[src/hdl/lds_pkg.sv]
// Package for the LED driver serial command shifter.
// Command codes, register indexes, fixed run lengths and width helpers.
// No dependencies.
package lds_pkg;

	localparam int WORD_BITS_DEF  = 16;
	localparam int MAX_IDLE_DEF   = 64;

	localparam int WORD_FIELD_W   = 16;
	localparam int IDLE_FIELD_W   = 7;
	localparam int KIND_W         = 3;
	localparam int CFG_IDX_W      = 3;
	localparam int CFG_DATA_W     = 7;

	localparam int PREACT_CLOCKS  = 14;
	localparam int VSYNC_CLOCKS   = 2;
	localparam int SRESET_CLOCKS  = 10;
	localparam int CFG_LATCH_BITS = 4;

	localparam int QUEUE_DEPTH    = 2;

	typedef enum logic [KIND_W-1:0] {
		KIND_DATA   = 3'd0,
		KIND_CONFIG = 3'd1,
		KIND_PREACT = 3'd2,
		KIND_VSYNC  = 3'd3,
		KIND_SRESET = 3'd4,
		KIND_IDLE   = 3'd5
	} kind_t;

	typedef enum logic [CFG_IDX_W-1:0] {
		REG_GHOST     = 3'd0,
		REG_SCAN      = 3'd1,
		REG_GRAY      = 3'd2,
		REG_GCLK      = 3'd3,
		REG_CURRENT   = 3'd4
	} cfg_reg_t;

	// Counter width that holds the longest run of pulses
	function automatic int run_cnt_w(input int word_bits, input int max_idle);
		int m;
		m = (word_bits > max_idle) ? word_bits : max_idle;
		m = (m > PREACT_CLOCKS) ? m : PREACT_CLOCKS;
		return $clog2(m + 1);
	endfunction

endpackage

[src/hdl/lds_front.sv]
// Front end of the LED driver serial command shifter.
// Holds the configuration registers and turns each command item into a
// pulse-run descriptor for the queue. Uses lds_pkg.
module lds_front
	import lds_pkg::*;
#(
	parameter int WORD_BITS = WORD_BITS_DEF,
	parameter int MAX_IDLE  = MAX_IDLE_DEF,
	localparam int CNT_W    = run_cnt_w(WORD_BITS, MAX_IDLE),
	localparam int DESC_W   = WORD_BITS + 2 * CNT_W
) (
	input  logic                     clk,
	input  logic                     arst_n,
	input  logic                     cmd_valid,
	output logic                     cmd_stall,
	input  logic [KIND_W-1:0]        kind,
	input  logic [WORD_FIELD_W-1:0]  word,
	input  logic                     latch_last,
	input  logic [IDLE_FIELD_W-1:0]  idle_count,
	input  logic                     cfg_we,
	input  logic [CFG_IDX_W-1:0]     cfg_index,
	input  logic [CFG_DATA_W-1:0]    cfg_data,
	output logic                     push_valid,
	input  logic                     push_full,
	output logic [DESC_W-1:0]        push_data
);

	logic        ghost_q;
	logic [6:0]  scan_q;
	logic        gray_q;
	logic        gclk_q;
	logic [5:0]  current_q;

	logic [31:0]             word_ext;
	logic [31:0]             cfg_ext;
	logic [IDLE_FIELD_W-1:0] idle_c;
	logic [WORD_BITS-1:0]    d_data;
	logic [CNT_W-1:0]        d_len;
	logic [CNT_W-1:0]        d_tail;
	logic                    known;

	always_ff @(posedge clk or negedge arst_n) begin
		if (!arst_n) begin
			ghost_q   <= 1'b0;
			scan_q    <= '0;
			gray_q    <= 1'b0;
			gclk_q    <= 1'b0;
			current_q <= '0;
		end else if (cfg_we) begin
			case (cfg_reg_t'(cfg_index))
				REG_GHOST:   ghost_q   <= cfg_data[0];
				REG_SCAN:    scan_q    <= cfg_data[6:0];
				REG_GRAY:    gray_q    <= cfg_data[0];
				REG_GCLK:    gclk_q    <= cfg_data[0];
				REG_CURRENT: current_q <= cfg_data[5:0];
				default: ;
			endcase
		end
	end

	assign word_ext = {16'd0, word};
	assign cfg_ext  = {16'd0, ghost_q, scan_q, gray_q, gclk_q, current_q};

	always_comb begin
		if (idle_count == '0)
			idle_c = IDLE_FIELD_W'(1);
		else if (idle_count > IDLE_FIELD_W'(MAX_IDLE))
			idle_c = IDLE_FIELD_W'(MAX_IDLE);
		else
			idle_c = idle_count;
	end

	always_comb begin
		d_data = '0;
		d_len  = CNT_W'(WORD_BITS);
		d_tail = '0;
		known  = 1'b1;
		case (kind_t'(kind))
			KIND_DATA: begin
				d_data = word_ext[WORD_BITS-1:0];
				d_tail = latch_last ? CNT_W'(1) : '0;
			end
			KIND_CONFIG: begin
				d_data = cfg_ext[WORD_BITS-1:0];
				d_tail = latch_last ? CNT_W'(CFG_LATCH_BITS) : '0;
			end
			KIND_PREACT: begin
				d_len  = CNT_W'(PREACT_CLOCKS);
				d_tail = CNT_W'(PREACT_CLOCKS);
			end
			KIND_VSYNC: begin
				d_len  = CNT_W'(VSYNC_CLOCKS);
				d_tail = CNT_W'(VSYNC_CLOCKS);
			end
			KIND_SRESET: begin
				d_len  = CNT_W'(SRESET_CLOCKS);
				d_tail = CNT_W'(SRESET_CLOCKS);
			end
			KIND_IDLE: begin
				d_len  = CNT_W'(idle_c);
			end
			default: known = 1'b0;
		endcase
	end

	// unused kinds are taken and dropped
	assign cmd_stall  = push_full;
	assign push_valid = cmd_valid && !push_full && known;
	assign push_data  = {d_data, d_len, d_tail};

endmodule

[src/hdl/lds_queue.sv]
// Short descriptor queue between front and back of the command shifter.
// Register-based FIFO of QUEUE_DEPTH entries. Uses lds_pkg.
module lds_queue
	import lds_pkg::*;
#(
	parameter int DATA_W = 8
) (
	input  logic              clk,
	input  logic              arst_n,
	input  logic              wr_en,
	input  logic [DATA_W-1:0] wr_data,
	output logic              full,
	input  logic              rd_en,
	output logic              rd_valid,
	output logic [DATA_W-1:0] rd_data
);

	localparam int PTR_W = (QUEUE_DEPTH > 1) ? $clog2(QUEUE_DEPTH) : 1;
	localparam int CNT_W = $clog2(QUEUE_DEPTH + 1);

	logic [DATA_W-1:0] mem_q [QUEUE_DEPTH];
	logic [PTR_W-1:0]  wr_ptr_q;
	logic [PTR_W-1:0]  rd_ptr_q;
	logic [CNT_W-1:0]  count_q;
	logic              do_wr;
	logic              do_rd;

	assign full     = (count_q == CNT_W'(QUEUE_DEPTH));
	assign rd_valid = (count_q != '0);
	assign rd_data  = mem_q[rd_ptr_q];
	assign do_wr    = wr_en && !full;
	assign do_rd    = rd_en && rd_valid;

	always_ff @(posedge clk) begin
		if (do_wr)
			mem_q[wr_ptr_q] <= wr_data;
	end

	always_ff @(posedge clk or negedge arst_n) begin
		if (!arst_n) begin
			wr_ptr_q <= '0;
			rd_ptr_q <= '0;
			count_q  <= '0;
		end else begin
			if (do_wr)
				wr_ptr_q <= (wr_ptr_q == PTR_W'(QUEUE_DEPTH - 1)) ? '0 : wr_ptr_q + 1'b1;
			if (do_rd)
				rd_ptr_q <= (rd_ptr_q == PTR_W'(QUEUE_DEPTH - 1)) ? '0 : rd_ptr_q + 1'b1;
			case ({do_wr, do_rd})
				2'b10:   count_q <= count_q + 1'b1;
				2'b01:   count_q <= count_q - 1'b1;
				default: count_q <= count_q;
			endcase
		end
	end

endmodule

[src/hdl/lds_back.sv]
// Back end of the LED driver serial command shifter.
// Pulls run descriptors from the queue and shifts out one pulse per cycle,
// unless res_stall holds it, into the result register. Uses lds_pkg.
module lds_back
	import lds_pkg::*;
#(
	parameter int WORD_BITS = WORD_BITS_DEF,
	parameter int MAX_IDLE  = MAX_IDLE_DEF,
	localparam int CNT_W    = run_cnt_w(WORD_BITS, MAX_IDLE),
	localparam int DESC_W   = WORD_BITS + 2 * CNT_W
) (
	input  logic              clk,
	input  logic              arst_n,
	input  logic              pop_valid,
	input  logic [DESC_W-1:0] pop_data,
	output logic              pop_en,
	output logic              res_valid,
	input  logic              res_stall,
	output logic              serial_bit,
	output logic              latch_enable,
	output logic              run_end
);

	logic                 active_q;
	logic [WORD_BITS-1:0] shift_q;
	logic [CNT_W-1:0]     rem_q;
	logic [CNT_W-1:0]     tail_q;
	logic                 out_valid_q;
	logic                 serial_q;
	logic                 le_q;
	logic                 end_q;

	logic free;
	logic emit;
	logic last;

	assign free   = !out_valid_q || !res_stall;
	assign emit   = active_q && free;
	assign last   = (rem_q == CNT_W'(1));
	assign pop_en = pop_valid && (!active_q || (emit && last));

	always_ff @(posedge clk or negedge arst_n) begin
		if (!arst_n) begin
			active_q    <= 1'b0;
			out_valid_q <= 1'b0;
		end else begin
			if (free)
				out_valid_q <= active_q;
			if (pop_en)
				active_q <= 1'b1;
			else if (emit && last)
				active_q <= 1'b0;
		end
	end

	always_ff @(posedge clk) begin
		if (emit) begin
			serial_q <= shift_q[WORD_BITS-1];
			le_q     <= (rem_q <= tail_q);
			end_q    <= last;
		end
		if (pop_en) begin
			shift_q <= pop_data[DESC_W-1 -: WORD_BITS];
			rem_q   <= pop_data[2*CNT_W-1 -: CNT_W];
			tail_q  <= pop_data[CNT_W-1:0];
		end else if (emit) begin
			shift_q <= {shift_q[WORD_BITS-2:0], 1'b0};
			rem_q   <= rem_q - 1'b1;
		end
	end

	assign res_valid    = out_valid_q;
	assign serial_bit   = serial_q;
	assign latch_enable = le_q;
	assign run_end      = end_q;

`ifndef SYNTHESIS
	a_rem_nonzero: assert property (@(posedge clk) disable iff (!arst_n)
		active_q |-> (rem_q != '0))
		else $error("active run with zero pulses left");

	a_run_continues: assert property (@(posedge clk) disable iff (!arst_n)
		(out_valid_q && !end_q) |-> active_q)
		else $error("run ended before its last pulse");

	a_idle_after_last: assert property (@(posedge clk) disable iff (!arst_n)
		(emit && last && !pop_en) |=> !active_q)
		else $error("run stayed active after its last pulse");
`endif

endmodule

[src/hdl/led_driver_serial_command_shifter_core.sv]
// Rate: one result per unstalled clock. A data or config command yields
// WORD_BITS results, pre-activate 14, vertical sync 2, soft reset 10, and
// idle 1..MAX_IDLE; kinds 6 and 7 are taken and produce nothing. The back
// end's shift stage emits one pulse per cycle and loads the next command on
// the last pulse of the current one, so runs follow each other without a
// gap; a two-entry queue lets the front take new commands while a run is
// out. Top level; uses lds_pkg, lds_front, lds_queue and lds_back.
module led_driver_serial_command_shifter_core
	import lds_pkg::*;
#(
	parameter int WORD_BITS = WORD_BITS_DEF,
	parameter int MAX_IDLE  = MAX_IDLE_DEF
) (
	input  logic                     clk,
	input  logic                     arst_n,
	input  logic                     cmd_valid,
	output logic                     cmd_stall,
	input  logic [KIND_W-1:0]        kind,
	input  logic [WORD_FIELD_W-1:0]  word,
	input  logic                     latch_last,
	input  logic [IDLE_FIELD_W-1:0]  idle_count,
	output logic                     res_valid,
	input  logic                     res_stall,
	output logic                     serial_bit,
	output logic                     latch_enable,
	output logic                     run_end,
	input  logic                     cfg_we,
	input  logic [CFG_IDX_W-1:0]     cfg_index,
	input  logic [CFG_DATA_W-1:0]    cfg_data
);

	localparam int CNT_W  = run_cnt_w(WORD_BITS, MAX_IDLE);
	localparam int DESC_W = WORD_BITS + 2 * CNT_W;

	logic              push_valid;
	logic              push_full;
	logic [DESC_W-1:0] push_data;
	logic              pop_en;
	logic              pop_valid;
	logic [DESC_W-1:0] pop_data;

	lds_front #(
		.WORD_BITS (WORD_BITS),
		.MAX_IDLE  (MAX_IDLE)
	) u_front (
		.clk        (clk),
		.arst_n     (arst_n),
		.cmd_valid  (cmd_valid),
		.cmd_stall  (cmd_stall),
		.kind       (kind),
		.word       (word),
		.latch_last (latch_last),
		.idle_count (idle_count),
		.cfg_we     (cfg_we),
		.cfg_index  (cfg_index),
		.cfg_data   (cfg_data),
		.push_valid (push_valid),
		.push_full  (push_full),
		.push_data  (push_data)
	);

	lds_queue #(
		.DATA_W (DESC_W)
	) u_queue (
		.clk      (clk),
		.arst_n   (arst_n),
		.wr_en    (push_valid),
		.wr_data  (push_data),
		.full     (push_full),
		.rd_en    (pop_en),
		.rd_valid (pop_valid),
		.rd_data  (pop_data)
	);

	lds_back #(
		.WORD_BITS (WORD_BITS),
		.MAX_IDLE  (MAX_IDLE)
	) u_back (
		.clk          (clk),
		.arst_n       (arst_n),
		.pop_valid    (pop_valid),
		.pop_data     (pop_data),
		.pop_en       (pop_en),
		.res_valid    (res_valid),
		.res_stall    (res_stall),
		.serial_bit   (serial_bit),
		.latch_enable (latch_enable),
		.run_end      (run_end)
	);

endmodule
[config.mk]
export PLATFORM = sky130hd
export DESIGN_NAME = led_driver_serial_command_shifter_core
export DESIGN_NICKNAME = d
export VERILOG_FILES = /design/src/hdl/lds_pkg.sv /design/src/hdl/lds_front.sv /design/src/hdl/lds_queue.sv /design/src/hdl/lds_back.sv /design/src/hdl/led_driver_serial_command_shifter_core.sv
export SDC_FILE = /design/constraint.sdc
export NUM_CORES = 1
export LEC_CHECK = 0
export BUFFER_PORTS_ARGS = -buffer_cell sky130_fd_sc_hd__buf_2
export CAP_MARGIN = 5
export CELL_PAD_IN_SITES_DETAIL_PLACEMENT = 0
export CELL_PAD_IN_SITES_GLOBAL_PLACEMENT = 1
export CORE_MARGIN = 1.5
export CORE_UTILIZATION = 45
export CTS_CLUSTER_DIAMETER = 50
export DETAILED_ROUTE_END_ITERATION = 10
export HOLD_SLACK_MARGIN = 0.15
export PLACE_DENSITY = 0.75
export SYNTH_ARGS = -nofsm -noshare
export SYNTH_HDL_FRONTEND = slang
export SYNTH_HIERARCHICAL = 1
export SYNTH_SLANG_ARGS = --single-unit
export TNS_END_PERCENT = 20
[constraint.sdc]
create_clock -name clk -period 3.3 [get_ports clk]
set_input_delay 0.33 -clock clk [delete_from_list [all_inputs] [get_ports clk]]
set_output_delay 0.33 -clock clk [all_outputs]
set_load 0.05 [all_outputs]
After elaboration in Yosys (flattened, before gate mapping)
Memory sizes are Yosys's and may differ from the RTL's.
Index checks and enable logic that the tools add are counted.
{"block": "word_totals", "latch_bits": 0, "input_bits": 42, "romBits": 0, "out_inout_bits": 5, "ramBits": 60, "mem_count": 1, "reg_bits": 55}
{"memory": "u_queue.mem_q", "words": 2, "word_bits": 30, "rd": 1, "rd_clocked_by_memory_dff": 0, "wr": 1, "line": "lds_queue.sv:21", "source": "logic [DATA_W-1:0] mem_q [QUEUE_DEPTH];"}
{"block": "classes", "order_cmp": 2, "n_mux": 19, "n_bitwise": 0, "n_reduce_logical": 26, "multipliers": 0, "n_shift": 0, "n_div": 0, "add_sub_neg": 5, "eq_ne": 13}
{"op": "$pmux W7 S5", "n": 1}
{"op": "$mux W16", "n": 2}
{"op": "$pmux W16 S2", "n": 1}
{"op": "$mux W7", "n": 4}
{"op": "$pmux W7 S4", "n": 1}
{"op": "$eq A3 B2 Y1 const B", "n": 4}
{"op": "$reduce_and A2 Y1", "n": 5}
{"op": "$eq A3 B3 Y1 const B", "n": 3}
{"op": "$mux W1", "n": 8}
{"op": "$reduce_bool A2 Y1", "n": 4}
{"op": "$eq A7 B1 Y1 const B", "n": 1}
{"op": "$gt A7 B7 Y1 const B", "n": 1}
{"op": "$le A7 B7 Y1", "n": 1}
{"op": "$logic_and A1 B1 Y1", "n": 7}
{"op": "$logic_not A7 Y1", "n": 1}
{"op": "$sub A7 B1 Y7 const B", "n": 1}
{"op": "$eq A3 B1 Y1 const B", "n": 2}
{"op": "$logic_not A3 Y1", "n": 2}
{"op": "$reduce_or A6 Y1", "n": 1}
{"op": "$eq A2 B2 Y1 const B", "n": 2}
{"op": "$logic_not A1 Y1", "n": 4}
{"op": "$pmux W2 S2", "n": 1}
{"op": "$mux W3", "n": 1}
{"op": "$add A1 B1 Y1 const B", "n": 2}
{"op": "other kinds (4)", "n": 5}

Depth between registers and ports, before layout
Gate-level depths: netlist of the first run.
{"block": "depth", "ltp_word": 9, "mapped_depth": 12, "ltp_nobuf": 11}

By module
The synthesis of the first run kept the hierarchy.
{"mod": "lds_queue", "cells_per_inst": 111, "area_each_um2": 2361.0, "n_inst": 1, "seq_area_each_um2": 1901.8}
{"mod": "lds_back", "cells_per_inst": 113, "area_each_um2": 1752.9, "n_inst": 1, "seq_area_each_um2": 1041.0}
{"mod": "lds_front", "cells_per_inst": 92, "area_each_um2": 1049.8, "n_inst": 1, "seq_area_each_um2": 400.4}

Worst setup path after synthesis of the first run
No wires, ideal clock.
{"block": "synth_path", "path_type": "flip-flop to flip-flop", "startpoint": "reg u_queue.count_q[0]", "endpoint": "mem u_queue/mem_q[0][0] in the netlist's numbering, enable pin", "slack_ns": 0.699, "setup_time_ns": 0.417, "arrival_ns": 2.184, "period_less_slack_ns": 2.601, "path_stages_with_launch": 6, "t_required_ns": 2.883, "cell_sequence": "dfrtp_1 > nand2b_1 > inv_1 > a211oi_1 > nand2_1 > nor2_1"}
{"block": "synth_between", "elab_chain_len": 7}
{"item": "from (decl)", "line": "lds_queue.sv:24", "source": "logic [CNT_W-1:0] count_q;"}
{"item": "from (signal assigned)", "line": "lds_queue.sv:50", "source": "2'b10: count_q <= count_q + 1'b1;"}
{"item": "from (signal assigned)", "line": "lds_queue.sv:51", "source": "2'b01: count_q <= count_q - 1'b1;"}
{"item": "from (signal assigned)", "line": "lds_queue.sv:52", "source": "default: count_q <= count_q;"}
{"item": "$eq A2 B2 Y1", "line": "lds_queue.sv:28", "source": "assign full = (count_q == CNT_W'(QUEUE_DEPTH));"}
{"item": "named net push_full", "line": "led_driver_serial_command_shifter_core.sv:36", "source": "logic push_full;"}
{"item": "$logic_not A1 Y1", "line": "lds_front.sv:108", "source": "assign push_valid = cmd_valid && !push_full && known;"}
{"item": "$logic_and A1 B1 Y1 (2 in series)", "line": "lds_front.sv:108"}
{"item": "named net push_valid", "line": "led_driver_serial_command_shifter_core.sv:35", "source": "logic push_valid;"}
{"item": "$logic_and A1 B1 Y1", "line": "lds_queue.sv:31", "source": "assign do_wr = wr_en && !full;"}
{"item": "$mux W1", "line": "lds_queue.sv:35", "source": "if (do_wr)"}
{"item": "$mux W1 (implied by the code)", "line": "lds_queue.sv:36", "source": "mem_q[wr_ptr_q] <= wr_data;"}
{"item": "to (decl)", "line": "lds_queue.sv:21"}
The timed path passes the listed nets, and every way through them passes these cells.

Worst setup path after layout of the first run
{"block": "layout_path", "startpoint": "reg u_back.rem_q[2]", "endpoint": "reg u_queue.count_q[1]"}
{"block": "layout_between", "elab_chain_len": 7, "word_cells_on_any_way": 9, "cone_classes": "eq/ne (3); mux (1); reduce/logical (5)"}
{"item": "from (decl)", "line": "lds_back.sv:26", "source": "logic [CNT_W-1:0] rem_q;"}
{"item": "from (signal assigned)", "line": "lds_back.sv:64", "source": "rem_q <= pop_data[2*CNT_W-1 -: CNT_W];"}
{"item": "from (signal assigned)", "line": "lds_back.sv:68", "source": "rem_q <= rem_q - 1'b1;"}
{"item": "$eq A7 B1 Y1 *", "line": "lds_back.sv:39", "source": "assign last = (rem_q == CNT_W'(1));"}
{"item": "$logic_and A1 B1 Y1 *", "line": "lds_back.sv:40", "source": "assign pop_en = pop_valid && (!active_q || (emit && last));"}
{"item": "$logic_or A1 B1 Y1 *", "line": "lds_back.sv:40"}
{"item": "$logic_and A1 B1 Y1 *", "line": "lds_back.sv:40"}
{"item": "named net pop_en", "line": "led_driver_serial_command_shifter_core.sv:38", "source": "logic pop_en;"}
{"item": "$logic_and A1 B1 Y1 *", "line": "lds_queue.sv:32", "source": "assign do_rd = rd_en && rd_valid;"}
{"item": "named net u_queue.do_rd", "line": "lds_queue.sv:26", "source": "logic do_rd;"}
{"item": "$eq A2 B1 Y1 or $eq A2 B2 Y1 (tied branches)", "line": "lds_queue.sv:49", "source": "case ({do_wr, do_rd})"}
{"item": "$pmux W2 S2 or $reduce_bool A2 Y1 (tied branches)"}
Mark *: on every way through the listed nets, which the timed path passes. The rest lies on a longest branch.
A chain may end at the register's enable or synchronous reset.

==> results of run 1 <==
stage by stage:
stage	instance area [µm²]	power [mW]	cells	util, %
floorplan	5170	2.53	318	-
global placement	5510	2.70	496	49.9
detailed placement	5510	2.72	496	49.9
CTS	6170	4.49	535	55.9
global route	6170	4.63	535	55.9
finish	6170	4.44	535	55.9
flip-flops by register name (all words and copies together), names as in the netlist, 2 cells and up:
name,count
u_queue/mem_q,60
u_back/shift_q,16
u_back/rem_q,7
u_back/tail_q,7
u_front/scan_q,7
u_front/current_q,6
u_queue/count_q,2
final cells by class:
type	instances	share of cell area, %
clock buffer	25	8.91
inverter	16	0.974
timing repair buffer	59	5.60
clock inverter	7	0.649
multi-input combinational	173	26.8
tap	140	2.84
sequential	115	54.2
cell usage in the layout, fill, tap and decap left out, types with 2 or more instances in the layout:
cell / synthesis / layout
sky130_fd_sc_hd__a21boi_0: 2 / 2
sky130_fd_sc_hd__a21oi_1: 6 / 5
sky130_fd_sc_hd__a22o_1: 16 / 16
sky130_fd_sc_hd__and2_1: 3 / 3
sky130_fd_sc_hd__and3_1: 3 / 3
sky130_fd_sc_hd__buf_2: 1 / 46
sky130_fd_sc_hd__buf_4: 9 / 6
sky130_fd_sc_hd__clkbuf_1: 0 / 2
sky130_fd_sc_hd__clkbuf_16: 0 / 20
sky130_fd_sc_hd__clkbuf_8: 0 / 3
sky130_fd_sc_hd__clkinv_2: 0 / 5
sky130_fd_sc_hd__conb_1: 1 / 3
sky130_fd_sc_hd__dfrtp_1: 22 / 22
sky130_fd_sc_hd__dlygate4sd3_1: 0 / 7
sky130_fd_sc_hd__edfxtp_1: 93 / 93
sky130_fd_sc_hd__ha_1: 10 / 10
sky130_fd_sc_hd__inv_1: 16 / 16
sky130_fd_sc_hd__mux2_1: 7 / 7
sky130_fd_sc_hd__mux2_2: 42 / 42
sky130_fd_sc_hd__mux2_4: 17 / 17
sky130_fd_sc_hd__mux2i_1: 2 / 2
sky130_fd_sc_hd__nand2_1: 5 / 5
sky130_fd_sc_hd__nand2b_1: 3 / 3
sky130_fd_sc_hd__nor2_1: 8 / 7
sky130_fd_sc_hd__nor2b_1: 3 / 3
sky130_fd_sc_hd__nor3_4: 2 / 2
sky130_fd_sc_hd__nor4bb_1: 2 / 2
sky130_fd_sc_hd__o21a_1: 2 / 2
sky130_fd_sc_hd__o21ai_0: 4 / 4
sky130_fd_sc_hd__o22ai_1: 2 / 2
sky130_fd_sc_hd__or2b_1: 2 / 2
sky130_fd_sc_hd__xnor2_1: 5 / 5
sky130_fd_sc_hd__xor2_1: 4 / 4
path summary, 6_finish.rpt:
path / from / endpoint / slack, ns / cells past startpoint
max reg2reg: u_back/rem_q[2] / u_queue/count_q[1] / 0.68 / 8
min: cfg_data[0] / u_front/scan_q[0] / 0.21 / 2
max in group asynchronous: arst_n / u_queue/rd_ptr_q / 2.51 / 2
min in group asynchronous: arst_n / u_front/current_q[5] / 0.43 / 2
max: u_back/rem_q[2] / u_queue/count_q[1] / 0.68 / 8
min reg2reg: u_back/shift_q[15] / u_back/serial_bit / 0.42 / 0
layer usage:
| layer | part of all wire [%] | wire [µm] | vias to the layer above | global-route usage (%) |
|---|---|---|---|---|
| li1 | - | - | 1324 | - |
| met1 | 50 | 4280 | 1332 | 22.0 |
| met2 | 44 | 3750 | 71 | 22.5 |
| met3 | 5.1 | 438 | 7 | 5.88 |
| met4 | 1.1 | 97 | 0 | 7.69 |
| met5 | 0 | 0 | - | 0 |
power breakdown:
group | internal (mW) | leakage, nW | total [mW] | switching, mW
clock network | 1.15 | 0.299 | 1.74 | 0.597
registers | 1.86 | 1.14 | 1.98 | 0.124
logic | 0.352 | 1.04 | 0.716 | 0.364
total | 3.36 | 2.48 | 4.44 | 1.09
cell families (layout without fill, tap and decap cells):
family / after synthesis / after routing / synth area share (%)
other: 1 / 3 / 0.0726
adder cells (fa/ha/maj): 10 / 10 / 2.42
multiplexers: 68 / 68 / 16.0
XOR/XNOR: 9 / 9 / 1.53
AND/OR/NAND/NOR: 47 / 47 / 6.40
buffers and inverters: 30 / 107 / 3.51
AO/OA/AOI/OAI: 36 / 36 / 5.31
flip-flops: 115 / 115 / 64.7
worst reg2reg max path: cells and delay by family (launching register included):
kind                     cells  cell delay (ns)
AO/OA/AOI/OAI                1             0.33
XOR/XNOR                     1             0.17
adder cells (fa/ha/maj)      1             0.25
buffers and inverters        1             0.27
flip-flops                   1             0.48
AND/OR/NAND/NOR              4             1.04
==> Implementation_results.wiki, run 1 <==
{| class="wikitable"
! Metric !! Value
|-
| Run status || finished, final reports clean
|-
| Die boundary height || between 100 and 150 µm
|-
| Number of buffers inserted by post-CTS setup repair || 0
|-
| Number of I/O pins || 47
|-
| Number of clock buffers inserted by TritonCTS || 17
|-
| Final total negative setup slack || 0 ns
|-
| List of cells traversed by the critical path || or4_4, o31ai_4, nand2_4, inv_1, and2_4, ha_1, nor2_1, xor2_1
|-
| Avg Synthesized Cell Area || around 16 µm²
|-
| Most common cell in the synthesized netlist || sky130_fd_sc_hd__edfxtp_1
|-
| Commonest cells in the netlist || sky130_fd_sc_hd__edfxtp_1 (93), sky130_fd_sc_hd__mux2_2 (42), sky130_fd_sc_hd__dfrtp_1 (22)
|-
| Initial core utilization || a little under half
|-
| Clock insertion delay at the later pin of the skew report || 0.41 ns
|-
| Worst hold path class || in2reg
|-
| Final wirelength || 8.57 mm
|-
| Total number of vias || 2734
|-
| Register bit total from synthesis || 115
|-
| Level count of the clock H-tree || 4
|-
| Leakage power || 2.48 nW
|-
| Gate count after technology mapping || 316
|-
| CP endpoint kind || flip-flop
|-
| Number of global-route vias before repair || 2733
|-
| Critical path type || reg2reg
|-
| Post-synth EDFFs || 93
|-
| Antenna violations before repair || 0
|-
| Minimum clock period || roughly 2.6 ns
|-
| HPWL after DPL || 5.87 mm
|-
| Vias per cell || 5.11
|-
| Commonest register cell after synthesis || sky130_fd_sc_hd__edfxtp_1
|-
| Final setup vio count || 0
|-
| WP data arrival || 2.94 ns
|-
| Sinks on Clock Net || 115
|-
| Warnings from Yosys || 6
|-
| Biggest fanout along the worst timing path || 8
|-
| Number of hold buffers added after CTS || 7
|-
| DRT Pass-1 Iters || 4
|-
| Total global-route track usage || between 10% and 20%
|-
| Critical path startpoint category || flip-flop
|-
| Crit-path leading delay family || simple AND/OR/NAND/NOR gates
|-
| Number of buffers and inverters on the critical path || 1
|-
| Max Clk Rate || 0.382 GHz
|-
| Worst setup slack after placement || around 0.73 ns
|-
| Slowest stage cell, crit path || sky130_fd_sc_hd__or4_4
|-
| Placement row count || 38
|-
| Hold Violations, Final || 0
|-
| Std-Cell Core Area || 11000 µm²
|-
| Post-Syn Area || approximately 5200 µm²
|-
| Worst slew margin relative to its limit || 56.6%
|-
| Clock Pin Slew Worst Setup and Hold Paths || 0.05 ns
|-
| Post-synthesis sequential area ratio || 64.7%
|-
| TritonCTS clock tree || built
|-
| Number of pins with negative max-slew slack in the final report || 0
|-
| Signed area change from the synthesized netlist to the final layout || 19.4%
|-
| Area taken by multi-input logic gates || 1650 µm²
|-
| Per-cell routed wire length || 16.0 µm
|-
| Fraction of final layout cells sized beyond drive strength 1 || between 30% and 40%
|-
| Setup repair after global routing missed its margin || no
|-
| Maximum number of pins on one net before global-route repair || 31
|-
| DIE AREA || 12100 µm²
|-
| CTS resizes || 0
|-
| Measured slew at the worst slew-check pin || 0.651 ns
|-
| First-pass GRT wire length || 13.7 mm
|-
| Fillcell total || 893
|-
| Overflow left after global routing || 0
|-
| Final Skew || 0.0128 ns
|-
| Maximum clock path buffer count || 2
|-
| CP max stage delay || 0.59 ns
|-
| Starting DRT DRC Count || around 160
|-
| Residual DRC || 0
|-
| Library cell occupying the most area in the post-synthesis netlist || sky130_fd_sc_hd__edfxtp_1
|-
| Unique masters post-synth || 50
|-
| Final critical-path setup slack || between 0.6 and 0.7 ns
|-
| Synth top area cells || sky130_fd_sc_hd__edfxtp_1 (54%), sky130_fd_sc_hd__dfrtp_1 (11%), sky130_fd_sc_hd__mux2_2 (9.2%)
|-
| Final Net Count || 434
|-
| Number of violations of the max-capacitance limit || 0
|-
| Clock root buffer master || sky130_fd_sc_hd__clkbuf_16
|-
| Horiz. Die Dim || 110 µm
|-
| Number of diodes || 0
|-
| Placer congestion estimate || 0.827
|-
| Total power divided by cell area || 720 nW/µm²
|-
| Count of buffers inserted at the top-level ports || 46
|-
| Number of antenna-violating nets in the routed design || 0
|-
| Total area of sequential cells || 3340 µm²
|-
| Final Hold Slack || around 0.21 ns
|-
| Async set-reset flop share out of synthesis || 19.1%
|-
| Maximum VDD drop || 0.392 mV
|-
| Share of the synthesized area in the top cell type || a little over half
|-
| Required time of the critical path || 3.62 ns
|-
| Share of the clock period used by the worst path after layout || 79.3%
|}
Power figures use the tool's default switching activity.
==> run 2, diff against run 1 <==
PLACE_DENSITY = 0.78   (was 0.75)
clock period = 2.2 ns   (was 3.3 ns; I/O delays follow)
==> Implementation_results.wiki, run 2 (synthesized netlist as in run 1, its figures left out) <==
{| class="wikitable"
! Metric !! Value
|-
| Std-Cell Core Area || 11000 µm²
|-
| Total power divided by cell area || 1060 nW/µm²
|-
| Reg-to-reg endpoint || u_queue/count_q[1]
|-
| Final setup vio count || 0
|-
| Final Net Count || approximately 460
|-
| Top flop regs || u_queue/mem_q x60, u_back/shift_q x16
|-
| Starting DRT DRC Count || approximately 110
|-
| Crit-path leading delay family || simple AND/OR/NAND/NOR gates
|-
| Worst setup slack after placement || -0.00726 ns
|-
| Signed area change from the synthesized netlist to the final layout || 24.1%
|-
| TritonCTS clock tree || built
|-
| Clock insertion delay at the later pin of the skew report || slightly above 0.4 ns
|-
| Horiz. Die Dim || 110 µm
|-
| Measured slew at the worst slew-check pin || 0.658 ns
|-
| Number of diodes || 0
|-
| Clock Pin Slew Worst Setup and Hold Paths || 0.06 ns
|-
| Worst slew margin relative to its limit || between 50% and 60%
|-
| Worst reg-to-reg setup slack || 0.1 ns
|-
| Final Skew || 0.0106 ns
|-
| Number of I/O pins || 47
|-
| Number of flip-flops under the largest register name || 60
|-
| DIE AREA || 12100 µm²
|-
| Fraction of power spent switching nets || 25.3%
|-
| Worst Hold Path Cells || 2
|-
| Maximum VDD drop || roughly 0.47 mV
|-
| Run status || finished, final reports clean
|-
| Sinks on Clock Net || 115
|-
| Fraction of final layout cells sized beyond drive strength 1 || 40.9%
|-
| Share of the clock period used by the worst path after layout || approximately 96%
|-
| Count of buffers inserted at the top-level ports || 46
|-
| HPWL after DPL || roughly 5.8 mm
|-
| Critical path type || reg2reg
|-
| Clock root buffer master || sky130_fd_sc_hd__clkbuf_16
|-
| Leakage power || 2.58 nW
|-
| Worst min-delay path startpoint || word[13]
|-
| WP data arrival || ~2.4 ns
|-
| Most frequent standard cell in the layout excluding fill and tap cells || sky130_fd_sc_hd__edfxtp_1
|-
| List of cells traversed by the critical path || or4_4, o31ai_4, nand2_4, inv_2, and2_4, ha_4, xnor2_2, nor2_2, xor2_1
|-
| Placement row count || 38
|-
| Vias per cell || 5.06
|-
| Number of violations of the max-capacitance limit || 0
|-
| Biggest register || u_queue/mem_q
|-
| Overall power after layout || 6.79 mW
|-
| First-pass GRT wire length || 14.5 mm
|-
| Initial core utilization || a little under half
|-
| Number of clock buffers inserted by TritonCTS || 17
|-
| Flop pwr share || a little over two fifths
|-
| Maximum number of pins on one net before global-route repair || 32
|-
| Overflow left after global routing || 0
|-
| Number of antenna-violating nets in the routed design || 0
|-
| Switching power of the nets || 1.72 mW
|-
| Total global-route track usage || 16.7%
|-
| CP endpoint kind || flip-flop
|-
| DRT Pass-1 Iters || 4
|-
| Relative contribution of combinational cells to total power || 18.4%
|-
| Commonest cells after routing, fill and taps aside || sky130_fd_sc_hd__edfxtp_1 (93), sky130_fd_sc_hd__buf_2 (46), sky130_fd_sc_hd__mux2_2 (42), sky130_fd_sc_hd__dfrtp_1 (22), sky130_fd_sc_hd__clkbuf_16 (20)
|-
| Clock network power share || between 30% and 40%
|-
| Biggest fanout along the worst timing path || 3
|-
| Die boundary height || approximately 110 µm
|-
| Total number of vias || 2816
|-
| Antenna violations before repair || 0
|-
| Worst hold path class || in2reg
|-
| Minimum clock period || around 2.1 ns
|-
| End of the worst hold path || u_queue/mem_q[0][27]
|-
| R2R cell count || 9
|-
| Final Hold Slack || 0.158 ns
|-
| Number of pins with negative max-slew slack in the final report || 0
|-
| Critical R2R Launch || u_back/rem_q[5]
|-
| Residual DRC || 0
|-
| Hold Violations, Final || 0
|-
| Maximum clock path buffer count || 2
|-
| Placer congestion estimate || 0.735
|-
| Required time of the critical path || approximately 2.5 ns
|-
| CP max stage delay || 0.58 ns
|-
| Per-cell routed wire length || 16.1 µm
|-
| Fillcell total || 860
|-
| Internal power component || 5.07 mW
|-
| Slowest stage cell, crit path || sky130_fd_sc_hd__or4_4
|-
| Level count of the clock H-tree || 4
|-
| Number of buffers and inverters on the critical path || 1
|-
| Number of global-route vias before repair || 2854
|-
| Max Clk Rate || 0.475 GHz
|-
| Final critical-path setup slack || between 0.09 and 0.1 ns
|-
| Critical path startpoint category || flip-flop
|-
| Final wirelength || 8.98 mm
|}
==> run 2: final cells by class <==
| type | count | area (µm²) | area share (%) |
|---|---|---|---|
| multi-input cells | 173 | 1680 | 26.1 |
| clock buffers | 22 | 518 | 8.08 |
| well taps | 140 | 175 | 2.73 |
| inverters | 16 | 60.1 | 0.937 |
| clock inverters | 10 | 62.6 | 0.976 |
| flip-flops and latches | 115 | 3340 | 52.2 |
| repair buffers | 80 | 574 | 8.96 |
==> run 2: how the worst max path moves through the flow <==
stage	start	end	slack (ns)	cells after the start
floorplan	u_back/rem_q[2]	u_queue/count_q[1]	-0.31	9
global placement	u_back/rem_q[3]	u_queue/count_q[1]	0.06	8
detailed placement	u_back/rem_q[3]	u_queue/count_q[1]	-0.007	8
CTS	u_back/rem_q[3]	u_queue/count_q[1]	0.06	8
global route	u_back/rem_q[5]	u_queue/count_q[1]	-0.005	9
finish	u_back/rem_q[5]	u_queue/count_q[1]	0.1	9
==> run 2: power groups by stage <==
stage	Clock, mW	Sequential, mW	Combinational [mW]
after floorplan	0	2.94	0.858
after global placement	0	2.94	1.19
after detailed placement	0	2.96	1.21
after CTS	2.66	2.92	1.25
after global routing	2.75	2.96	1.36
final	2.62	2.92	1.25
==> run 2: routing by layer <==
metal  vias to the layer above  routed length, µm  track usage, %
met3                        14                399            4.59
li1                       1371                  -               -
met1                      1363               4390            22.9
met2                        68               4050            25.2
met4                         0                145            7.14
met5                         -                  0               0
==> run 2: repair_timing <==
action / 4_1_cts / 5_1_grt
setup endpoints to repair: 1 / 1
buffers inserted: 0 / 1
pin swaps: 1 / 4
resized for setup: 0 / 6
gates cloned: 0 / 0
hold buffers: 19 / 0
hold endpoints to repair: 59 / 0
==> run 2: per-stage QoR <==
step	setup TNS, ns	instance area (µm²)	cells	utilization (%)
after floorplan	-5.62	5170	318	-
after global placement	0	5600	504	50.8
after detailed placement	-0.00726	5600	504	50.8
after CTS	0	6370	555	57.8
after global routing	-0.00455	6410	556	58.1
final	0	6410	556	58.1
==> run 3, diff against run 2 <==
CORE_MARGIN = 2   (was 1.5)
==> Implementation_results.wiki, run 3 (synthesized netlist as in run 1, its figures left out) <==
{| class="wikitable"
! Metric !! Value
|-
| Run status || finished, final reports clean
|-
| Leakage power || 2.57 nW
|-
| Number of flip-flops under the largest register name || 60
|-
| Horiz. Die Dim || 111 µm
|-
| Share of the clock period used by the worst path after layout || 98.8%
|-
| Antenna violations before repair || 0
|-
| DIE AREA || around 12000 µm²
|-
| Max Clk Rate || 0.460 GHz
|-
| Number of diodes || 0
|-
| Worst slew margin relative to its limit || 54.7%
|-
| Number of antenna-violating nets in the routed design || 0
|-
| TritonCTS clock tree || built
|-
| Biggest fanout along the worst timing path || 15
|-
| Vias per cell || 5.04
|-
| Final Skew || approximately 0.0054 ns
|-
| Fraction of power spent switching nets || 26.1%
|-
| Top flop regs || u_queue/mem_q x60, u_back/shift_q x16
|-
| Overall power after layout || between 6 and 7 mW
|-
| Measured slew at the worst slew-check pin || ~0.68 ns
|-
| Number of I/O pins || 47
|-
| Initial core utilization || 45.6%
|-
| Count of buffers inserted at the top-level ports || between 40 and 50
|-
| Biggest register || u_queue/mem_q
|-
| Setup repair after global routing missed its margin || yes
|-
| Switching power of the nets || 1.72 mW
|-
| Number of clock buffers inserted by TritonCTS || 17
|-
| Final critical-path setup slack || 0.0264 ns
|-
| Number of global-route vias before repair || 2930
|-
| Total power divided by cell area || 1030 nW/µm²
|-
| Clock insertion delay at the later pin of the skew report || roughly 0.4 ns
|-
| Clock network power share || between 30% and 40%
|-
| Required time of the critical path || 2.35 ns
|-
| Critical path startpoint category || flip-flop
|-
| Internal power component || between 4 and 5 mW
|-
| Final setup vio count || 0
|-
| First-pass GRT wire length || 14.3 mm
|-
| Total global-route track usage || 15.2%
|-
| Std-Cell Core Area || about 11000 µm²
|-
| Hold Violations, Final || 0
|-
| Signed area change from the synthesized netlist to the final layout || 23.8%
|-
| Maximum number of pins on one net before global-route repair || 32
|-
| HPWL after DPL || between 5 and 6 mm
|-
| DRT Pass-1 Iters || 4
|-
| Worst hold path class || in2reg
|-
| Per-cell routed wire length || roughly 16 µm
|-
| Number of pins with negative max-slew slack in the final report || 0
|-
| Flop pwr share || around 44%
|-
| Die boundary height || roughly 110 µm
|-
| Clock root buffer master || sky130_fd_sc_hd__clkbuf_16
|-
| Level count of the clock H-tree || 4
|-
| Clock Pin Slew Worst Setup and Hold Paths || about 0.05 ns
|-
| WP data arrival || 2.32 ns
|-
| Most frequent standard cell in the layout excluding fill and tap cells || sky130_fd_sc_hd__edfxtp_1
|-
| Critical path type || reg2reg
|-
| Worst setup slack after placement || 0.00687 ns
|-
| Residual DRC || 0
|-
| Number of violations of the max-capacitance limit || 0
|-
| Maximum VDD drop || between 0.7 and 0.8 mV
|-
| Sinks on Clock Net || 115
|-
| Maximum clock path buffer count || 2
|-
| Placer congestion estimate || around 0.75
|-
| Placement row count || 39
|-
| Minimum clock period || 2.17 ns
|-
| Total number of vias || 2838
|-
| Final wirelength || 8.82 mm
|-
| Fraction of final layout cells sized beyond drive strength 1 || 41.4%
|-
| Commonest cells after routing, fill and taps aside || sky130_fd_sc_hd__edfxtp_1 (93), sky130_fd_sc_hd__buf_2 (46), sky130_fd_sc_hd__mux2_2 (42), sky130_fd_sc_hd__dfrtp_1 (22), sky130_fd_sc_hd__dlygate4sd3_1 (20)
|-
| Overflow left after global routing || 0
|-
| Final Net Count || 459
|-
| CP endpoint kind || flip-flop
|-
| Starting DRT DRC Count || 138
|-
| Relative contribution of combinational cells to total power || 19.1%
|}
## run 3: cell count changes in the layout (fill, tap and decap cells not counted), moves of 2 or more
cell	delta
sky130_fd_sc_hd__inv_4	+2
sky130_fd_sc_hd__clkbuf_16	-3
sky130_fd_sc_hd__clkinv_4	+4
sky130_fd_sc_hd__buf_4	+4
## run 3: worst paths after layout
kind | start | end | slack, ns | cells past startpoint
min in group asynchronous | arst_n | u_back/res_valid | 0.33 | 2
setup / recovery | u_back/rem_q[5] | u_back/shift_q[2] | 0.03 | 5
hold reg to reg | u_back/shift_q[15] | u_back/serial_bit | 0.42 | 0
max in group asynchronous | arst_n | u_queue/wr_ptr_q | 1.49 | 2
hold / removal | word[6] | u_queue/mem_q[0][20] | 0.18 | 2
setup reg to reg | u_back/rem_q[5] | u_back/shift_q[2] | 0.03 | 5
## run 3: routing by layer
metal	share of wire, %	vias to the layer above	track usage, %
li1	-	1377	-
met1	47	1373	20.2
met2	47	81	23.5
met3	5.2	7	5.30
met4	0.75	0	4.94
met5	0	-	0
## run 3: timing repair
item	in CTS	in global routing
resized for setup	0	5
hold endpoints to repair	61	0
setup buffers	0	3
pin swaps	1	3
hold buffers	20	0
setup endpoints to repair	1	1
## run 3: power by group through the flow
stage	Clock, mW	Combinational (mW)	Sequential, mW
detailed placement	0	1.21	2.95
global route	2.53	1.36	2.95
floorplan	0	0.858	2.94
CTS	2.43	1.25	2.92
finish	2.40	1.26	2.92
global placement	0	1.20	2.94
## run 3: worst max-delay path: stages (launching register included)
cell                       delay, ns
sky130_fd_sc_hd__edfxtp_1       0.39
sky130_fd_sc_hd__or4_4          0.58
sky130_fd_sc_hd__o31ai_4        0.32
sky130_fd_sc_hd__nand2_4        0.08
sky130_fd_sc_hd__buf_4          0.23
sky130_fd_sc_hd__mux2_4         0.32
## run 3: per-stage QoR
stage	hold slack [ns]	cells	setup TNS, ns	area [µm²]	util (%)
2_1_floorplan	-0.0756	318	-5.62	5170	-
3_3_place_gp	0.250	508	0	5620	49.6
3_5_place_dp	0.237	508	0	5620	49.6
4_1_cts	0.157	560	0	6350	56.1
5_1_grt	0.172	563	-0.0978	6390	56.5
6_report	0.177	563	0	6390	56.5
## run 3: final cells by class
class	instances	area [µm²]
sequential	115	3340
fill	875	4930
clock inverter	15	105
multi-input combinational	173	1680
clock buffer	17	425
timing repair buffer	84	603
tap	143	179
inverter	16	60.1
